===== config.mk =====
export PLATFORM = sky130hd
export DESIGN_NAME = plc_div
export DESIGN_NICKNAME = d
export VERILOG_FILES = /design/src/rtl/core/plc_pkg.sv /design/src/rtl/core/plc_div.sv
export SDC_FILE = /design/constraint.sdc
export NUM_CORES = 2
export LEC_CHECK = 0
export BUFFER_PORTS_ARGS = -buffer_cell sky130_fd_sc_hd__buf_2
export CORE_UTILIZATION = 55
export CTS_BUF_LIST = sky130_fd_sc_hd__clkbuf_4
export DETAILED_ROUTE_END_ITERATION = 8
export GPL_TIMING_DRIVEN = 0
export HOLD_SLACK_MARGIN = 0.08
export PLACE_DENSITY_LB_ADDON = 0.05
export SYNTH_ARGS = -nofsm -noshare
export SYNTH_HDL_FRONTEND = slang
export SYNTH_SLANG_ARGS = --single-unit

===== constraint.sdc =====
create_clock -name clk_i -period 16.2 [get_ports clk_i]
set_input_delay 1.62 -clock clk_i [delete_from_list [all_inputs] [get_ports clk_i]]
set_output_delay 1.62 -clock clk_i [all_outputs]
set_load 0.02 [all_outputs]

===== src/rtl/core/plc_pkg.sv =====
package plc_pkg;

  // calibration table size
  localparam int MAX_POINTS = 6;
  localparam int PT_IDX_W   = $clog2(MAX_POINTS);

  // field widths
  localparam int CNT_W      = 3;
  localparam int SIGN_W     = 2;
  localparam int PIX_W      = 16;
  localparam int POS_W      = 32;
  localparam int POINT_W    = PIX_W + POS_W;
  localparam int HUND_W     = 32;
  localparam int TENTH_W    = 29;

  // configuration port
  localparam int CFG_IDX_W  = 3;
  localparam int CFG_DATA_W = POINT_W;

  localparam logic [CFG_IDX_W-1:0] REG_POINT_COUNT    = 3'd0;
  localparam logic [CFG_IDX_W-1:0] REG_DIRECTION_SIGN = 3'd1;
  localparam int                   REG_POINT_BASE     = 2;

  // stream widths
  localparam int IN_TDATA_W  = 16;
  localparam int OUT_TDATA_W = 64;
  localparam int OUT_PAD_W   = OUT_TDATA_W - HUND_W - TENTH_W;

  // datapath widths
  localparam int DIFF_W = PIX_W;              // segment width and offset, unsigned
  localparam int DQ_W   = POS_W + 1;
  localparam int PA_W   = POS_W + DIFF_W + 1;
  localparam int PB_W   = DQ_W + DIFF_W + 1;
  localparam int T_W    = PB_W + 1;
  localparam int MAG_W  = POS_W + DIFF_W;     // |t| < 2^32 * d

  // long division: quotient never exceeds 2^31
  localparam int DIV_Q_W    = 32;
  localparam int DIV_STEP   = 4;
  localparam int DIV_STAGES = DIV_Q_W / DIV_STEP;

  // divide by ten through a reciprocal
  localparam logic [31:0] RECIP_TEN   = 32'hCCCC_CCCD;
  localparam int          RECIP_SHIFT = 35;

  // pipeline stage positions
  localparam int ST_A      = 0;
  localparam int ST_B      = 1;
  localparam int ST_C      = 2;
  localparam int ST_D      = 3;
  localparam int ST_DIV0   = 4;
  localparam int ST_E      = ST_DIV0 + DIV_STAGES;
  localparam int ST_F      = ST_E + 1;
  localparam int NUM_STAGES = ST_F + 1;

  typedef struct packed {
    logic [DIFF_W-1:0]  rem;
    logic [DIV_Q_W-1:0] num;      // dividend low bits in, quotient out
    logic [DIFF_W-1:0]  den;
    logic               neg;
    logic               too_few;
  } plc_div_t;

endpackage


===== src/rtl/core/plc_div.sv =====
module plc_div import plc_pkg::*; (
  input  logic                  clk_i,
  input  logic [DIV_STAGES-1:0] en_i,
  input  plc_div_t              div_i,
  output plc_div_t              div_o
);

  function automatic plc_div_t div_step(plc_div_t s);
    plc_div_t          r;
    logic [DIFF_W:0]   part;
    logic [DIFF_W:0]   diff;
    r = s;
    for (int k = 0; k < DIV_STEP; k++) begin
      part  = {r.rem, r.num[DIV_Q_W-1]};
      diff  = part - {1'b0, r.den};
      r.num = {r.num[DIV_Q_W-2:0], 1'b0};
      if (!diff[DIFF_W]) begin
        r.rem    = diff[DIFF_W-1:0];
        r.num[0] = 1'b1;
      end else begin
        r.rem = part[DIFF_W-1:0];
      end
    end
    return r;
  endfunction

  plc_div_t stage_in [DIV_STAGES];
  plc_div_t stage_q  [DIV_STAGES];

  for (genvar j = 0; j < DIV_STAGES; j++) begin : g_stage
    if (j == 0) begin : g_first
      assign stage_in[j] = div_i;
    end else begin : g_next
      assign stage_in[j] = stage_q[j-1];
    end

    always_ff @(posedge clk_i) begin
      if (en_i[j]) begin
        stage_q[j] <= div_step(stage_in[j]);
      end
    end
  end

  assign div_o = stage_q[DIV_STAGES-1];

endmodule


# After elaboration in Yosys (flattened, before gate mapping)
# Memories as Yosys holds them, arrays and structs flattened.
# Index checks and enable logic that the tools add are counted.
[op_classes] mux=144 add_sub_neg=32
[op_table] operator="$mux 16" n=64
[op_table] operator="$sub 17x16->17" n=32
[op_table] operator="$mux 1" n=80
[totals] out_inout_bits=66 memories=1 ram_bits=528 ff_bits=0 wordCells=177
[mem_list] memory="stage_q" depth=8 width=66 read_ports=8 rd_ports_with_merged_regs=0 write_ports=8 line_no="plc_div.sv:28" text="plc_div_t stage_q [DIV_STAGES];"

# Logic depth before layout (Yosys ltp)
[logic_depth] word_depth=12 mapped_depth=58 ltp_nobuf=53

# Least setup slack after synthesis
# Ideal clock, no wire load.
[synth_timing] path_kind="in2reg" start="input port div_i[49] in the netlist's numbering" end="memory stage_q[0][55] in the netlist's numbering (data pin)" t_required_ns=15.936 setup_ns=0.264 arrival_ns=12.193 cell_stages=50 n_path_buf=4 path_slack_ns=3.743 cell_sequence="inv_1 ha_1 inv_1 fa_1 a211oi_1 o21ai_0 a221oi_1 a21oi_2 mux2i_1 a211oi_2 clkbuf_1 mux2_2 ha_1 nor2b_1 o31a_1 o211ai_1 a21oi_1 o31a_1 [14 not listed] o21ai_0 xor2_1 buf_2 mux2i_1 ha_1 nor2b_1 o21ai_0 a21boi_1 o211ai_1 a21boi_1 o21a_1 o41ai_1 o21ai_1 o41a_1 xnor2_1 buf_2 mux2i_1 mux2i_1"
[synth_rtl] element="from (decl)" line_no="plc_div.sv:4" text="input plc_div_t div_i,"
[synth_rtl] element="to (decl)" line_no="plc_div.sv:28"

==> metrics.csv <==
stage,metric,value,unit
clocking,clk_path_buf_depth,3,
clocking,ctsRootBufferMaster,clkbuf_4,
sta,setup_viol,0,
clocking,post_cts_buffers,0,
sta,slew_viol_final,0,
min_path,hold_path.class,reg2reg,
worst_setup_path,cp.arrival,15.66,ns
clocking,cts_max_level,4,
worst_setup_path,path_max_fanout,10,
worst_setup_path,crit_cells,54,
clocking,cts.sinks,528,
detailed_routing,dr.pass1.iters,6,
clocking,ctsHoldBuffers,0,
sta,rsz0062_at_grt,false,
synthesis,ys_ff_latch,528,
finish,multi_input_area,29200,µm²
floorplan,initial_core_util,55.7,%
clocking,clk_pin_slew,0.06,ns
sta,period_share,92.4,%
finish,nets,5775,
synthesis,ys.flop_type,edfxtp_1,
floorplan,die_area,86300,µm²
finish,final_cell_mix,"edfxtp_1 (528), ha_1 (512), a21oi_1 (380)",
clocking,cts_tree,done,
synthesis,synth_nets,5483,
finish,regMostFlops,stage_q,
worst_setup_path,max_stage_delay,0.80,ns
detailed_routing,drt_iter0_drc,2303,
worst_setup_path,critical-path-top-delay-family,compound AO/OA/AOI/OAI gates,
sta,tightest_slew,1.14,ns
floorplan,fp.dieH,294,µm
run,drv_cap,0,
place,placed_cell_area,49100,µm²
detailed_routing,wirelength,116000,µm
worst_setup_path,r2r_cells,54,
place,dp.cells,6144,
synthesis,synth_edf_count,528,
sta,skew,0.0686,ns
synthesis,syn_inst,4864,
detailed_routing,viasPerCell,5.80,
place,gp_congestion,0.909,
synthesis,syn_avg_cell_area,9.62,µm²
grt,antenna_found_initial,6,
floorplan,fp.dieW,294,µm
clocking,ctsResizeCount,0,
grt,grt_max_degree,67,
place,numPortBuffers,140,
worst_setup_path,crit_buf_inv,11,
worst_setup_path,endpoint_kind,flop,
grt,globalRouteOverflowTotal,0,
synthesis,yosysTopAreaCellShare,33.9,%
detailed_routing,ant_nets,0,
synthesis,synthArstFlopShare,0,%
finish,utilization,60.6,%
clocking,insertion_delay,1.05,ns
finish,top_regs,stage_q (528),
floorplan,rows,106,
finish,stdcell_area,50900,µm²
finish,fill_cells,7450,
sta,slew_headroom,23.1,%
finish,drive_gt1_share,11.7,%
grt,grt_pass1_wl,184000,µm
worst_setup_path,critPathSlowestCell,a2111oi_0,
worst_setup_path,cp-start-kind,flop,
min_path,hold_depth,0,
finish,seq_area,15900,µm²
sta,tns,0,ns
floorplan,io_pins,141,
detailed_routing,drc,0,
worst_setup_path,cp.required,16.90,ns
synthesis,ys_seq_area_share,33.9,%
synthesis,ys_types,106,
place,dpl.hpwl,92600,µm
clocking,cts-buffers-inserted,144,
floorplan,core_area,84000,µm²
grt,grt_usage,26.7,%
synthesis,synth_area,46800,µm²
sta,min_period,14.96,ns
finish,stdcell_count,6397,
sta,finalHoldViolations,0,
sta,max_freq,66.8,MHz
detailed_routing,routed_wire_length_per_instance,18.1,µm
finish,areaGrowthSynthToFinish,8.72,%
synthesis,yosys.area.top_type,edfxtp_1,
finish,largest_reg_flops,528,
finish,final_common_cell,edfxtp_1,
synthesis,yosys_warnings,0,
grt,grt_pass1_vias,35100,
synthesis,netlist_top_cells_area,"edfxtp_1 (34%), ha_1 (14%), xnor2_1 (4.9%)",
detailed_routing,via_count,37100,
status,outcome,completed,
worst_setup_path,crit_top_cell,a21oi_1,
worst_setup_path,path_class,reg2reg,
==> synthesized netlist by cell type, types with 11 or more instances <==
cell       instances
nor3_1            81
nand4_1           19
o221ai_1          17
a221o_1           23
nand2b_1          77
and3_1            45
nor2_1           323
a21o_1           127
and2_1            30
o2111ai_1         11
o211ai_1          35
o21ai_0          320
a31oi_1           34
a311o_1           11
or2_2             22
o21bai_1          36
mux2i_1          220
a211oi_1          32
o31ai_1           23
nand2_1          357
a211o_1           15
ha_1             512
nand3b_1          12
o21ai_1           11
o21a_1            78
xnor2_1          263
o31a_1            17
nor3b_1           13
or3_1             40
a21boi_0          23
nor2b_1           92
buf_2             27
xor2_1           144
a21oi_1          380
clkbuf_1          51
mux2_2           130
nand3_1           82
a31o_2            16
fa_1              32
inv_1            343
edfxtp_1         528
==> through the flow <==
| stage | setup slack [ns] | hold WS (ns) |
|---|---|---|
| floorplan | 3.74 | 0.400 |
| global placement | 1.12 | 0.400 |
| detailed placement | 1.09 | 0.405 |
| CTS | 1.40 | 0.369 |
| global route | 0.0370 | 0.388 |
| finish | 1.24 | 0.387 |
==> routing by layer <==
metal | vias to the layer above | routed length, µm | global-route usage [%]
li1 | 18700 | - | -
met1 | 17400 | 55500 | 37.3
met2 | 865 | 52000 | 42.7
met3 | 146 | 5660 | 4.30
met4 | 0 | 2460 | 7.52
met5 | - | 0 | 0
==> cell type report <==
class	instances	share of cell area, %
inverter	351	2.61
multi-input combinational	3892	57.4
sequential	528	31.2
buffer	93	0.848
timing repair buffer	146	1.73
antenna	8	0.0393
clock buffer	188	2.77
tap	1134	2.79
clock inverter	57	0.696
==> logic make-up after synthesis <==
kind of cell | Yosys count | synth area share [%]
simple gates | 1243 | 12.8
fa+ha+maj | 544 | 15.1
buf+inv | 444 | 3.76
xor+xnor | 419 | 8.06
flops | 528 | 33.9
mux | 353 | 7.96
compound gates | 1333 | 18.5
==> final timing paths <==
path                                 startpoint               to  slack (ns)
worst max-delay path            stage_q[1][135]  stage_q[1][259]        1.24
worst min-delay path             stage_q[0][66]  stage_q[0][132]        0.39
worst max register to register  stage_q[1][135]  stage_q[1][259]        1.24
worst min register to register   stage_q[0][66]  stage_q[0][132]        0.39
Power is left out: the tool's default activity adds up to more than one toggle a clock period on the data nets, which glitch-free logic cannot reach.
